===== src/tmu_pkg.sv =====
// shared types, codes, constants and restore tables for the timer unit
// no dependencies
package tmu_pkg;

    localparam int MAIN_CHANNELS_DEF = 3;
    localparam int EXT_CHANNELS_DEF = 6;
    localparam int MATCH_STEPS_DEF = 28;
    localparam int TICK_W = 9;

    localparam logic [15:0] CM_ENABLE = 16'h0020;
    localparam logic [15:0] CM_OVF = 16'h4000;
    localparam logic [15:0] CM_MATCH = 16'h8000;
    localparam logic [15:0] CM_PERIODIC = 16'h0100;

    typedef enum logic [1:0] {
        ACT_TICK  = 2'd0,
        ACT_WRITE = 2'd1,
        ACT_READ  = 2'd2,
        ACT_NONE  = 2'd3
    } tmu_action_t;

    typedef enum logic [1:0] {
        KIND_START  = 2'd0,
        KIND_RELOAD = 2'd1,
        KIND_COUNT  = 2'd2,
        KIND_CTRL   = 2'd3
    } tmu_kind_t;

    typedef enum logic [2:0] {
        ST_IDLE,
        ST_CHAN,
        ST_MATCH,
        ST_ACCESS,
        ST_FIN
    } tmu_seq_t;

    typedef struct packed {
        logic        step;
        logic        wr;
        logic [1:0]  kind;
        logic [31:0] wdata;
    } tmu_match_ctrl_t;

    typedef struct packed {
        logic stepped;
        logic underflow;
        logic bad_presc;
    } tmu_step_res_t;

    localparam logic [31:0] MAIN_RST_CNT [8] = '{32'hffffffff, 32'h0002d000, 32'h0,
        32'hffffffff, 32'hffffffff, 32'hffffffff, 32'hffffffff, 32'hffffffff};
    localparam logic [31:0] MAIN_RST_COR [8] = '{32'hffffffff, 32'h0002d000, 32'hffffffff,
        32'hffffffff, 32'hffffffff, 32'hffffffff, 32'hffffffff, 32'hffffffff};
    localparam logic [15:0] MAIN_RST_CTL [8] = '{16'h0000, 16'h0023, 16'h0003,
        16'h0, 16'h0, 16'h0, 16'h0, 16'h0};
    localparam logic [31:0] EXT_RST_CNT [8] = '{32'h333, 32'h333, 32'h333, 32'h333,
        32'h333, 32'hf8a58232, 32'h333, 32'h333};
    localparam logic [31:0] EXT_RST_COR [8] = '{32'h333, 32'h333, 32'h333, 32'h333,
        32'h333, 32'hffffffff, 32'h333, 32'h333};
    localparam logic EXT_RST_RUN [8] = '{1'b0, 1'b0, 1'b0, 1'b0, 1'b0, 1'b1, 1'b0, 1'b0};

    function automatic logic [31:0] rst_counter(input int i, input int nmain);
        logic [31:0] r;
        if (i < nmain)
            r = MAIN_RST_CNT[i % 8];
        else
            r = EXT_RST_CNT[(i - nmain) % 8];
        return r;
    endfunction

    function automatic logic [31:0] rst_reload(input int i, input int nmain);
        logic [31:0] r;
        if (i < nmain)
            r = MAIN_RST_COR[i % 8];
        else
            r = EXT_RST_COR[(i - nmain) % 8];
        return r;
    endfunction

    function automatic logic [15:0] rst_control(input int i, input int nmain);
        logic [15:0] r;
        if (i < nmain)
            r = MAIN_RST_CTL[i % 8];
        else
            r = 16'h0;
        return r;
    endfunction

    function automatic logic rst_started(input int i, input int nmain);
        logic r;
        if (i < nmain)
            r = 1'b0;
        else
            r = EXT_RST_RUN[(i - nmain) % 8];
        return r;
    endfunction

endpackage


===== src/tmu_if.sv =====
// request and response channel interfaces of the timer unit
// depends on tmu_pkg
interface tmu_req_if;
    logic        valid;
    logic        ready;
    logic [1:0]  action;
    logic [3:0]  reg_channel;
    logic [1:0]  reg_kind;
    logic [31:0] write_value;

    modport source (output valid, action, reg_channel, reg_kind, write_value, input ready);
    modport sink (input valid, action, reg_channel, reg_kind, write_value, output ready);
endinterface

interface tmu_rsp_if #(parameter int NCH = tmu_pkg::MAIN_CHANNELS_DEF + tmu_pkg::EXT_CHANNELS_DEF);
    logic           valid;
    logic           ready;
    logic [31:0]    read_data;
    logic [NCH-1:0] underflow_mask;
    logic           prescaler_error;

    modport source (output valid, read_data, underflow_mask, prescaler_error, input ready);
    modport sink (input valid, read_data, underflow_mask, prescaler_error, output ready);
endinterface


===== src/tmu_chan_step.sv =====
// shared channel step unit: prescaler test, underflow and reload, decrement
// depends on tmu_pkg
module tmu_chan_step (
    input  logic                    started,
    input  logic                    is_main,
    input  logic [2:0]              presc,
    input  logic [tmu_pkg::TICK_W-1:0] tick,
    input  logic [31:0]             counter,
    input  logic [31:0]             reload,
    output logic [31:0]             counter_next,
    output tmu_pkg::tmu_step_res_t  res
);
    import tmu_pkg::*;

    logic [11:0]       period;
    logic [TICK_W-1:0] tick_mask;
    logic              due;
    logic              bad;
    logic              zero;
    logic [31:0]       base;

    always_comb
    begin
        period = 12'd8 << {presc[1:0], 1'b0};
        tick_mask = period[TICK_W-1:0] - TICK_W'(1);
        bad = is_main && presc[2];
        due = !is_main || ((tick & tick_mask) == '0);
        zero = (counter == 32'h0);
        base = zero ? reload : counter;
        res.stepped = started && !bad && due;
        res.underflow = started && !bad && due && zero;
        res.bad_presc = started && bad;
        counter_next = base - 32'd1;
    end
endmodule


===== src/tmu_match_unit.sv =====
// compare-match timer: registers and one increment sub-step per cycle
// depends on tmu_pkg
module tmu_match_unit (
    input  logic                     clk,
    input  logic                     rst_n,
    input  tmu_pkg::tmu_match_ctrl_t ctrl,
    output logic [31:0]              rdata
);
    import tmu_pkg::*;

    logic [15:0] start_reg;
    logic [15:0] status_reg;
    logic [31:0] count_reg;
    logic [31:0] const_reg;
    logic [31:0] inc;

    assign inc = count_reg + 32'd1;

    always_ff @(posedge clk or negedge rst_n)
    begin
        if (!rst_n)
        begin
            start_reg <= '0;
            status_reg <= '0;
            count_reg <= '0;
            const_reg <= '0;
        end
        else if (ctrl.wr)
        begin
            unique case (tmu_kind_t'(ctrl.kind))
                KIND_START:  start_reg <= ctrl.wdata[15:0];
                KIND_RELOAD: const_reg <= ctrl.wdata;
                KIND_COUNT:  count_reg <= ctrl.wdata;
                KIND_CTRL:   status_reg <= ctrl.wdata[15:0];
                default:     status_reg <= status_reg;
            endcase
        end
        else if (ctrl.step && ((start_reg & CM_ENABLE) != '0))
        begin
            if (inc == const_reg)
            begin
                count_reg <= '0;
                if ((start_reg & CM_PERIODIC) == '0)
                    start_reg <= start_reg & ~CM_ENABLE;
            end
            else
                count_reg <= inc;
            status_reg <= status_reg | ((inc == 32'hffffffff) ? CM_OVF : 16'h0)
                | ((inc == const_reg) ? CM_MATCH : 16'h0);
        end
    end

    always_comb
    begin
        unique case (tmu_kind_t'(ctrl.kind))
            KIND_START:  rdata = {16'h0, start_reg};
            KIND_RELOAD: rdata = const_reg;
            KIND_COUNT:  rdata = count_reg;
            KIND_CTRL:   rdata = {16'h0, status_reg};
            default:     rdata = '0;
        endcase
    end
endmodule


===== src/reload_timer_unit_with_compare_match.sv =====
// top level of the reload timer unit with compare-match counter
// depends on tmu_pkg, tmu_if, tmu_chan_step, tmu_match_unit
//
// A tick word visits each timer channel in turn through one step unit and
// then runs the compare-match increment sub-steps one per cycle. A
// register read or write passes through the access state and then the
// finish state; other actions go straight to the finish state. One word is
// worked on at a time; the result sits in an output register so the next
// word can be taken while it waits.
module reload_timer_unit_with_compare_match #(
    parameter int MAIN_CHANNELS = tmu_pkg::MAIN_CHANNELS_DEF,
    parameter int EXT_CHANNELS = tmu_pkg::EXT_CHANNELS_DEF,
    parameter int MATCH_STEPS_PER_TICK = tmu_pkg::MATCH_STEPS_DEF
) (
    input  logic      clk,
    input  logic      rst_n,
    tmu_req_if.sink   req,
    tmu_rsp_if.source rsp
);
    import tmu_pkg::*;

    localparam int NCH = MAIN_CHANNELS + EXT_CHANNELS;
    localparam int CW = (NCH > 1) ? $clog2(NCH) : 1;
    localparam int SW = (MATCH_STEPS_PER_TICK > 1) ? $clog2(MATCH_STEPS_PER_TICK) : 1;

    tmu_seq_t state_reg, state_next;

    logic [31:0]       cnt_reg [NCH];
    logic [31:0]       cor_reg [NCH];
    logic [15:0]       ctl_reg [NCH];
    logic [NCH-1:0]    run_reg;
    logic [TICK_W-1:0] tick_reg;

    logic [CW-1:0] idx_reg;
    logic [SW-1:0] step_reg;
    logic [1:0]    act_reg;
    logic [3:0]    chan_reg;
    logic [1:0]    kind_reg;
    logic [31:0]   wval_reg;

    logic [NCH-1:0] umask_acc_reg;
    logic           err_acc_reg;
    logic [31:0]    rdata_acc_reg;

    logic           out_valid_reg;
    logic [31:0]    out_rdata_reg;
    logic [NCH-1:0] out_umask_reg;
    logic           out_err_reg;

    logic [CW-1:0]   sel_idx;
    logic            chan_ok;
    logic            match_sel;
    logic [31:0]     cnt_next;
    tmu_step_res_t   sres;
    tmu_match_ctrl_t mctrl;
    logic [31:0]     m_rdata;
    logic            last_chan;
    logic            last_step;
    logic            out_free;
    logic            in_ready;
    logic [31:0]     chan_rdata;

    assign chan_ok = ({1'b0, chan_reg} < 5'(NCH));
    assign match_sel = ({1'b0, chan_reg} == 5'(NCH));
    assign sel_idx = (state_reg == ST_CHAN) ? idx_reg : chan_reg[CW-1:0];
    assign last_chan = (idx_reg == CW'(NCH - 1));
    assign last_step = (step_reg == SW'(MATCH_STEPS_PER_TICK - 1));
    assign out_free = !out_valid_reg || rsp.ready;

    tmu_chan_step u_step (
        .started      (run_reg[sel_idx]),
        .is_main      ({1'b0, sel_idx} < (CW + 1)'(MAIN_CHANNELS)),
        .presc        (ctl_reg[sel_idx][2:0]),
        .tick         (tick_reg),
        .counter      (cnt_reg[sel_idx]),
        .reload       (cor_reg[sel_idx]),
        .counter_next (cnt_next),
        .res          (sres)
    );

    tmu_match_unit u_match (
        .clk   (clk),
        .rst_n (rst_n),
        .ctrl  (mctrl),
        .rdata (m_rdata)
    );

    // next state
    always_comb
    begin
        state_next = state_reg;
        unique case (state_reg)
            ST_IDLE:
            begin
                if (req.valid)
                begin
                    unique case (tmu_action_t'(req.action))
                        ACT_TICK:  state_next = ST_CHAN;
                        ACT_WRITE: state_next = ST_ACCESS;
                        ACT_READ:  state_next = ST_ACCESS;
                        default:   state_next = ST_FIN;
                    endcase
                end
            end
            ST_CHAN:   state_next = last_chan ? ST_MATCH : ST_CHAN;
            ST_MATCH:  state_next = last_step ? ST_FIN : ST_MATCH;
            ST_ACCESS: state_next = ST_FIN;
            ST_FIN:    state_next = out_free ? ST_IDLE : ST_FIN;
            default:   state_next = ST_IDLE;
        endcase
    end

    // sequencer outputs
    always_comb
    begin
        in_ready = (state_reg == ST_IDLE);
        mctrl.step = (state_reg == ST_MATCH);
        mctrl.wr = (state_reg == ST_ACCESS) && (act_reg == ACT_WRITE) && match_sel;
        mctrl.kind = kind_reg;
        mctrl.wdata = wval_reg;
    end

    assign req.ready = in_ready;

    always_comb
    begin
        unique case (tmu_kind_t'(kind_reg))
            KIND_START:  chan_rdata = {31'h0, run_reg[sel_idx]};
            KIND_RELOAD: chan_rdata = cor_reg[sel_idx];
            KIND_COUNT:  chan_rdata = cnt_reg[sel_idx];
            KIND_CTRL:   chan_rdata = {16'h0, ctl_reg[sel_idx]};
            default:     chan_rdata = '0;
        endcase
    end

    always_ff @(posedge clk or negedge rst_n)
    begin
        if (!rst_n)
        begin
            state_reg <= ST_IDLE;
            tick_reg <= '0;
            idx_reg <= '0;
            step_reg <= '0;
            act_reg <= ACT_NONE;
            chan_reg <= '0;
            kind_reg <= '0;
            wval_reg <= '0;
            umask_acc_reg <= '0;
            err_acc_reg <= 1'b0;
            rdata_acc_reg <= '0;
            out_valid_reg <= 1'b0;
            out_rdata_reg <= '0;
            out_umask_reg <= '0;
            out_err_reg <= 1'b0;
            for (int i = 0; i < NCH; i++)
            begin
                cnt_reg[i] <= rst_counter(i, MAIN_CHANNELS);
                cor_reg[i] <= rst_reload(i, MAIN_CHANNELS);
                ctl_reg[i] <= rst_control(i, MAIN_CHANNELS);
                run_reg[i] <= rst_started(i, MAIN_CHANNELS);
            end
        end
        else
        begin
            state_reg <= state_next;
            if ((state_reg == ST_FIN) && out_free)
                out_valid_reg <= 1'b1;
            else if (rsp.ready)
                out_valid_reg <= 1'b0;
            unique case (state_reg)
                ST_IDLE:
                begin
                    if (req.valid)
                    begin
                        act_reg <= req.action;
                        chan_reg <= req.reg_channel;
                        kind_reg <= req.reg_kind;
                        wval_reg <= req.write_value;
                        idx_reg <= '0;
                        step_reg <= '0;
                        umask_acc_reg <= '0;
                        err_acc_reg <= 1'b0;
                        rdata_acc_reg <= '0;
                    end
                end
                ST_CHAN:
                begin
                    if (sres.stepped)
                        cnt_reg[sel_idx] <= cnt_next;
                    if (sres.underflow)
                        umask_acc_reg[sel_idx] <= 1'b1;
                    if (sres.bad_presc)
                        err_acc_reg <= 1'b1;
                    idx_reg <= idx_reg + CW'(1);
                end
                ST_MATCH:
                begin
                    step_reg <= step_reg + SW'(1);
                    if (last_step)
                        tick_reg <= tick_reg + TICK_W'(1);
                end
                ST_ACCESS:
                begin
                    if (act_reg == ACT_READ)
                        rdata_acc_reg <= chan_ok ? chan_rdata : (match_sel ? m_rdata : 32'h0);
                    if ((act_reg == ACT_WRITE) && chan_ok)
                    begin
                        unique case (tmu_kind_t'(kind_reg))
                            KIND_START:  run_reg[sel_idx] <= wval_reg[0];
                            KIND_RELOAD: cor_reg[sel_idx] <= wval_reg;
                            KIND_COUNT:  cnt_reg[sel_idx] <= wval_reg;
                            KIND_CTRL:
                                ctl_reg[sel_idx] <= ({1'b0, sel_idx} < (CW + 1)'(MAIN_CHANNELS))
                                    ? wval_reg[15:0] : {8'h0, wval_reg[7:0]};
                            default:     run_reg <= run_reg;
                        endcase
                    end
                end
                ST_FIN:
                begin
                    if (out_free)
                    begin
                        out_rdata_reg <= rdata_acc_reg;
                        out_umask_reg <= umask_acc_reg;
                        out_err_reg <= err_acc_reg;
                    end
                end
                default:
                begin
                    idx_reg <= '0;
                end
            endcase
        end
    end

    assign rsp.valid = out_valid_reg;
    assign rsp.read_data = out_rdata_reg;
    assign rsp.underflow_mask = out_umask_reg;
    assign rsp.prescaler_error = out_err_reg;

`ifndef NO_ASSERTIONS
    a_busy_after_accept: assert property (@(posedge clk) disable iff (!rst_n)
        (req.valid && req.ready) |=> !req.ready)
        else $error("request taken while a word is in progress");

    a_chan_index: assert property (@(posedge clk) disable iff (!rst_n)
        (state_reg == ST_CHAN) |-> ({1'b0, idx_reg} < (CW + 1)'(NCH)))
        else $error("channel sweep ran past the last channel");

    a_tick_advance: assert property (@(posedge clk) disable iff (!rst_n)
        (tick_reg != $past(tick_reg)) |-> ($past(state_reg) == ST_MATCH))
        else $error("tick count moved outside a tick");
`endif
endmodule


===== src/flat_wrapper.sv =====
// flat-port wrapper written by rule: the top's interface ports become plain ports
module reload_timer_unit_with_compare_match_flat import tmu_pkg::*;
#(
    parameter int MAIN_CHANNELS = tmu_pkg::MAIN_CHANNELS_DEF,
    parameter int EXT_CHANNELS = tmu_pkg::EXT_CHANNELS_DEF,
    parameter int MATCH_STEPS_PER_TICK = tmu_pkg::MATCH_STEPS_DEF
)
  (clk, rst_n, req_valid, req_action, req_reg_channel, req_reg_kind, req_write_value, req_ready, rsp_valid, rsp_read_data, rsp_underflow_mask, rsp_prescaler_error, rsp_ready);
  tmu_req_if req_i ();
  tmu_rsp_if rsp_i ();
  input  logic clk;
  input  logic rst_n;
  input wire logic [$bits(req_i.valid)-1:0] req_valid;
  input wire logic [$bits(req_i.action)-1:0] req_action;
  input wire logic [$bits(req_i.reg_channel)-1:0] req_reg_channel;
  input wire logic [$bits(req_i.reg_kind)-1:0] req_reg_kind;
  input wire logic [$bits(req_i.write_value)-1:0] req_write_value;
  output wire logic [$bits(req_i.ready)-1:0] req_ready;
  output wire logic [$bits(rsp_i.valid)-1:0] rsp_valid;
  output wire logic [$bits(rsp_i.read_data)-1:0] rsp_read_data;
  output wire logic [$bits(rsp_i.underflow_mask)-1:0] rsp_underflow_mask;
  output wire logic [$bits(rsp_i.prescaler_error)-1:0] rsp_prescaler_error;
  input wire logic [$bits(rsp_i.ready)-1:0] rsp_ready;
  assign req_i.valid = req_valid;
  assign req_i.action = req_action;
  assign req_i.reg_channel = req_reg_channel;
  assign req_i.reg_kind = req_reg_kind;
  assign req_i.write_value = req_write_value;
  assign req_ready = req_i.ready;
  assign rsp_valid = rsp_i.valid;
  assign rsp_read_data = rsp_i.read_data;
  assign rsp_underflow_mask = rsp_i.underflow_mask;
  assign rsp_prescaler_error = rsp_i.prescaler_error;
  assign rsp_i.ready = rsp_ready;
  reload_timer_unit_with_compare_match #(.MAIN_CHANNELS(MAIN_CHANNELS), .EXT_CHANNELS(EXT_CHANNELS), .MATCH_STEPS_PER_TICK(MATCH_STEPS_PER_TICK)) u_core (.clk(clk), .rst_n(rst_n), .req(req_i), .rsp(rsp_i));
endmodule

===== config.mk =====
export PLATFORM = sky130hd
export DESIGN_NAME = reload_timer_unit_with_compare_match_flat
export DESIGN_NICKNAME = d
export VERILOG_FILES = /design/src/tmu_pkg.sv /design/src/tmu_if.sv /design/src/tmu_chan_step.sv /design/src/tmu_match_unit.sv /design/src/reload_timer_unit_with_compare_match.sv /design/src/flat_wrapper.sv
export SDC_FILE = /design/constraint.sdc
export NUM_CORES = 2
export LEC_CHECK = 0
export BUFFER_PORTS_ARGS = -buffer_cell sky130_fd_sc_hd__buf_2
export CAP_MARGIN = 20
export CORE_ASPECT_RATIO = 0.75
export CORE_MARGIN = 3
export CORE_UTILIZATION = 40
export DETAILED_ROUTE_END_ITERATION = 10
export HOLD_SLACK_MARGIN = 0.06
export PLACE_DENSITY = 0.61
export RECOVER_POWER = 50
export SYNTH_ARGS = -nofsm -noshare
export SYNTH_HDL_FRONTEND = slang
export SYNTH_SLANG_ARGS = --single-unit

===== constraint.sdc =====
create_clock -name clk -period 15.25 [get_ports clk]
set_input_delay 0.7625 -clock clk [delete_from_list [all_inputs] [get_ports clk]]
set_output_delay 0.7625 -clock clk [all_outputs]
set_load 0.005 [all_outputs]

==> results.cfg <==
[yosys]
syn-num-nets = 4722
synth_edf_count = 0
synth_top_area_share_pct = 37.81
ys_top_cells_by_area = dfrtp_1 (38%), dfstp_2 (11%), mux2_2 (11%), nand2_1 (6.2%), mux4_2 (4.8%)
yosysTopAreaCell = dfrtp_1
synth_seq_cells = 971
yosysUniqueCellTypes = 95
async_reset_ff_share_pct = 100.0
synth-seq-area-share_pct = 49.30
syn_inst = 4668
synth_ff_type = dfrtp_1
synth-warning-count = 0
syn-cell-area_um2 = 49840
synth.avg_cell_area_um2 = 10.68

[floorplanning]
core_area_um2 = 122900
die_w_um = 413.6
pin_count = 88
initial_core_util_pct = 40.55
dieArea_um2 = 128900
rows = 111
die_h_um = 311.7

[timing]
hold_viol = 0
finalCriticalPeriod_ns = 9.999
min_period_over_period_pct = 65.57
finalClockSkew_ns = 0.03435
worst_slew_pin_slew_ns = 5.850
final_max_slew_viol_count = 732
finalSetupViolations = 0
fin_tns_setup_ns = 0
fin_ws_ns = 5.251
holdWs_ns = 0.2292
max_freq_ghz = 0.1000
grt_setup_unrepaired = false
slew_headroom_pct = -290.0

[clock_tree]
ctsHtreeMaxLevel = 3
path_clk_slew_ns = 0.06
cts_made_buffers = 98
cts_sinks = 971
root_buffer = clkbuf_16
clk_latency_ns = 0.73
post_cts_buffers = 0
cts_hold_buf = 0
cts_buffer_depth = 3
tritoncts = built
cts_resized = 0

[global_routing]
track_usage_pct = 26.91
grt_remaining_overflow = 0
grt_pass1_vias = 37787
grt_pass1_wl_um = 259700
grt_antenna_before_repair = 4
grt_max_degree = 156

[critical_path]
startpoint_type = primary input
crit_type = primary input to async pin
crit_arrival_ns = 10.08
end_kind = async pin
crit_fanout = 97
required_ns = 15.33

[routing]
drc = 0
routedWlPerCell_um = 27.64
vias_per_cell = 6.153
route.final.wire_length_um = 175500
dr.first_iter.drc_count = 4921
ant_nets = 0
first_pass_iters = 6
vias = 39062

[run_status]
outcome = finished with violations
failed_checks = max-capacitance violations, max-slew violations

[power_and_ir_drop]
peakVddDrop_mv = 0.1556
p_leak_nw = 23.85
pwr_density_cell_nw_per_um2 = 186.4

[final_layout]
nets = 4679
syn2layout_area_growth_pct = 10.79
final_cells = 6348
drive_gt1_share_pct = 26.05
n_fill_cell = 11433
final_area_um2 = 55220

[placed_design]
io_buffer_count = 87
dp_slack_ns = 7.774
dp.cells = 6161
hpwl_um = 114400
placed_area_um2 = 52030
gp_congestion = 0.9859

[run]
drv_cap = 13

[worst_hold_path]
hold_class = primary input to flip-flop
==> cells by family (layout without fill, tap and decap cells) <==
| family | after synthesis | in the layout | synth area share [%] |
|---|---|---|---|
| compound gates | 908 | 908 | 11.86 |
| flops | 971 | 971 | 49.30 |
| mux | 821 | 821 | 20.44 |
| buf+inv | 389 | 427 | 3.321 |
| simple gates | 1474 | 1474 | 13.14 |
| xor+xnor | 95 | 95 | 1.684 |
| other cells | 0 | 4 | 0 |
| fa+ha+maj | 10 | 10 | 0.2510 |
==> power by group <==
group	total (mW)	switching [mW]	internal [mW]
registers	3.24	0.381	2.86
logic	4.57	3.26	1.31
clock network	2.48	1.08	1.40
==> cells in the final DEF, fill, tap and decap left out, types with 111 or more instances in the layout <==
cell     Yosys  routed
a21oi_1    151     148
buf_4        7     111
dfrtp_1    753     748
dfstp_2    218     218
mux2_2     486     485
mux2i_1    222     219
nand2_1    818     814
nand3_1    124     120
nor2_1     235     222
o21ai_0    307     307
==> synthesized netlist by cell type, types with 10 or more instances <==
| cell type | n |
|---|---|
| ha_1 | 10 |
| buf_1 | 27 |
| nand2_1 | 818 |
| nand2b_1 | 32 |
| inv_1 | 32 |
| buf_6 | 12 |
| o21a_1 | 13 |
| nand4_1 | 29 |
| a21o_1 | 15 |
| nor3_1 | 50 |
| mux2_2 | 486 |
| a21oi_2 | 10 |
| o21ai_1 | 47 |
| a21oi_1 | 151 |
| mux2i_1 | 222 |
| nand3_1 | 124 |
| or3_1 | 11 |
| a22oi_1 | 21 |
| nor2_1 | 235 |
| buf_2 | 54 |
| a311oi_1 | 11 |
| o31ai_1 | 25 |
| xnor2_1 | 68 |
| a32o_1 | 14 |
| o221ai_1 | 67 |
| and2_1 | 35 |
| mux4_2 | 107 |
| a222oi_1 | 22 |
| o21ai_0 | 307 |
| and3_1 | 19 |
| a221oi_1 | 43 |
| xor2_1 | 26 |
| clkbuf_1 | 256 |
| dfstp_2 | 218 |
| a31oi_1 | 37 |
| o22ai_1 | 23 |
| dfrtp_1 | 753 |
| nor4_1 | 13 |
| nor2b_1 | 42 |
| a221o_1 | 20 |
| a211oi_1 | 14 |
==> path summary, 6_finish.rpt <==
path                                startpoint                 endpoint  slack [ns]  cells past startpoint
setup reg to reg             u_core.idx_reg[1]       u_core.cnt_reg[54]        5.26                     19
min in group asynchronous                rst_n      u_core.cnt_reg[219]        2.25                      1
hold / removal             req_write_value[19]      u_core.wval_reg[19]        0.23                      3
max in group clk             u_core.idx_reg[1]       u_core.cnt_reg[54]        5.26                     19
setup / recovery                         rst_n  u_core.rdata_acc_reg[3]        5.25                      3
hold reg to reg            u_core.cnt_reg[263]      u_core.cnt_reg[263]        0.46                      2
==> stage by stage <==
stage               utilization (%)  power [mW]
finish                        44.93       10.29
global route                  44.92       10.69
CTS                           44.97       10.20
detailed placement            42.33       7.708
global placement              42.32       7.684
floorplan                         -       5.881
==> critical path, stage by stage <==
cell,delay (ns)
clkbuf_1,4.01
clkbuf_1,2.58
clkbuf_1,2.50
==> area by class of cell <==
class                      instances  area, µm²  share of cell area (%)
multi-input combinational       3308      23860                   43.21
antenna                            4      10.01                 0.01813
clock inverter                    27      321.6                  0.5823
tap                             1638       2049                   3.711
clock buffer                     154       2915                   5.279
inverter                          32      120.1                  0.2175
timing repair buffer             214       1360                   2.463
sequential                       971      24580                   44.52
==> routing by layer <==
layer | routed length [µm] | vias up | global-route usage, %
li1 | - | 16754 | -
met1 | 77520 | 20004 | 39.78
met2 | 74150 | 1960 | 37.93
met3 | 17690 | 340 | 6.993
met4 | 6091 | 4 | 9.236
met5 | 31 | - | 0.3748
No activity file was read; power rests on OpenSTA's default activity.
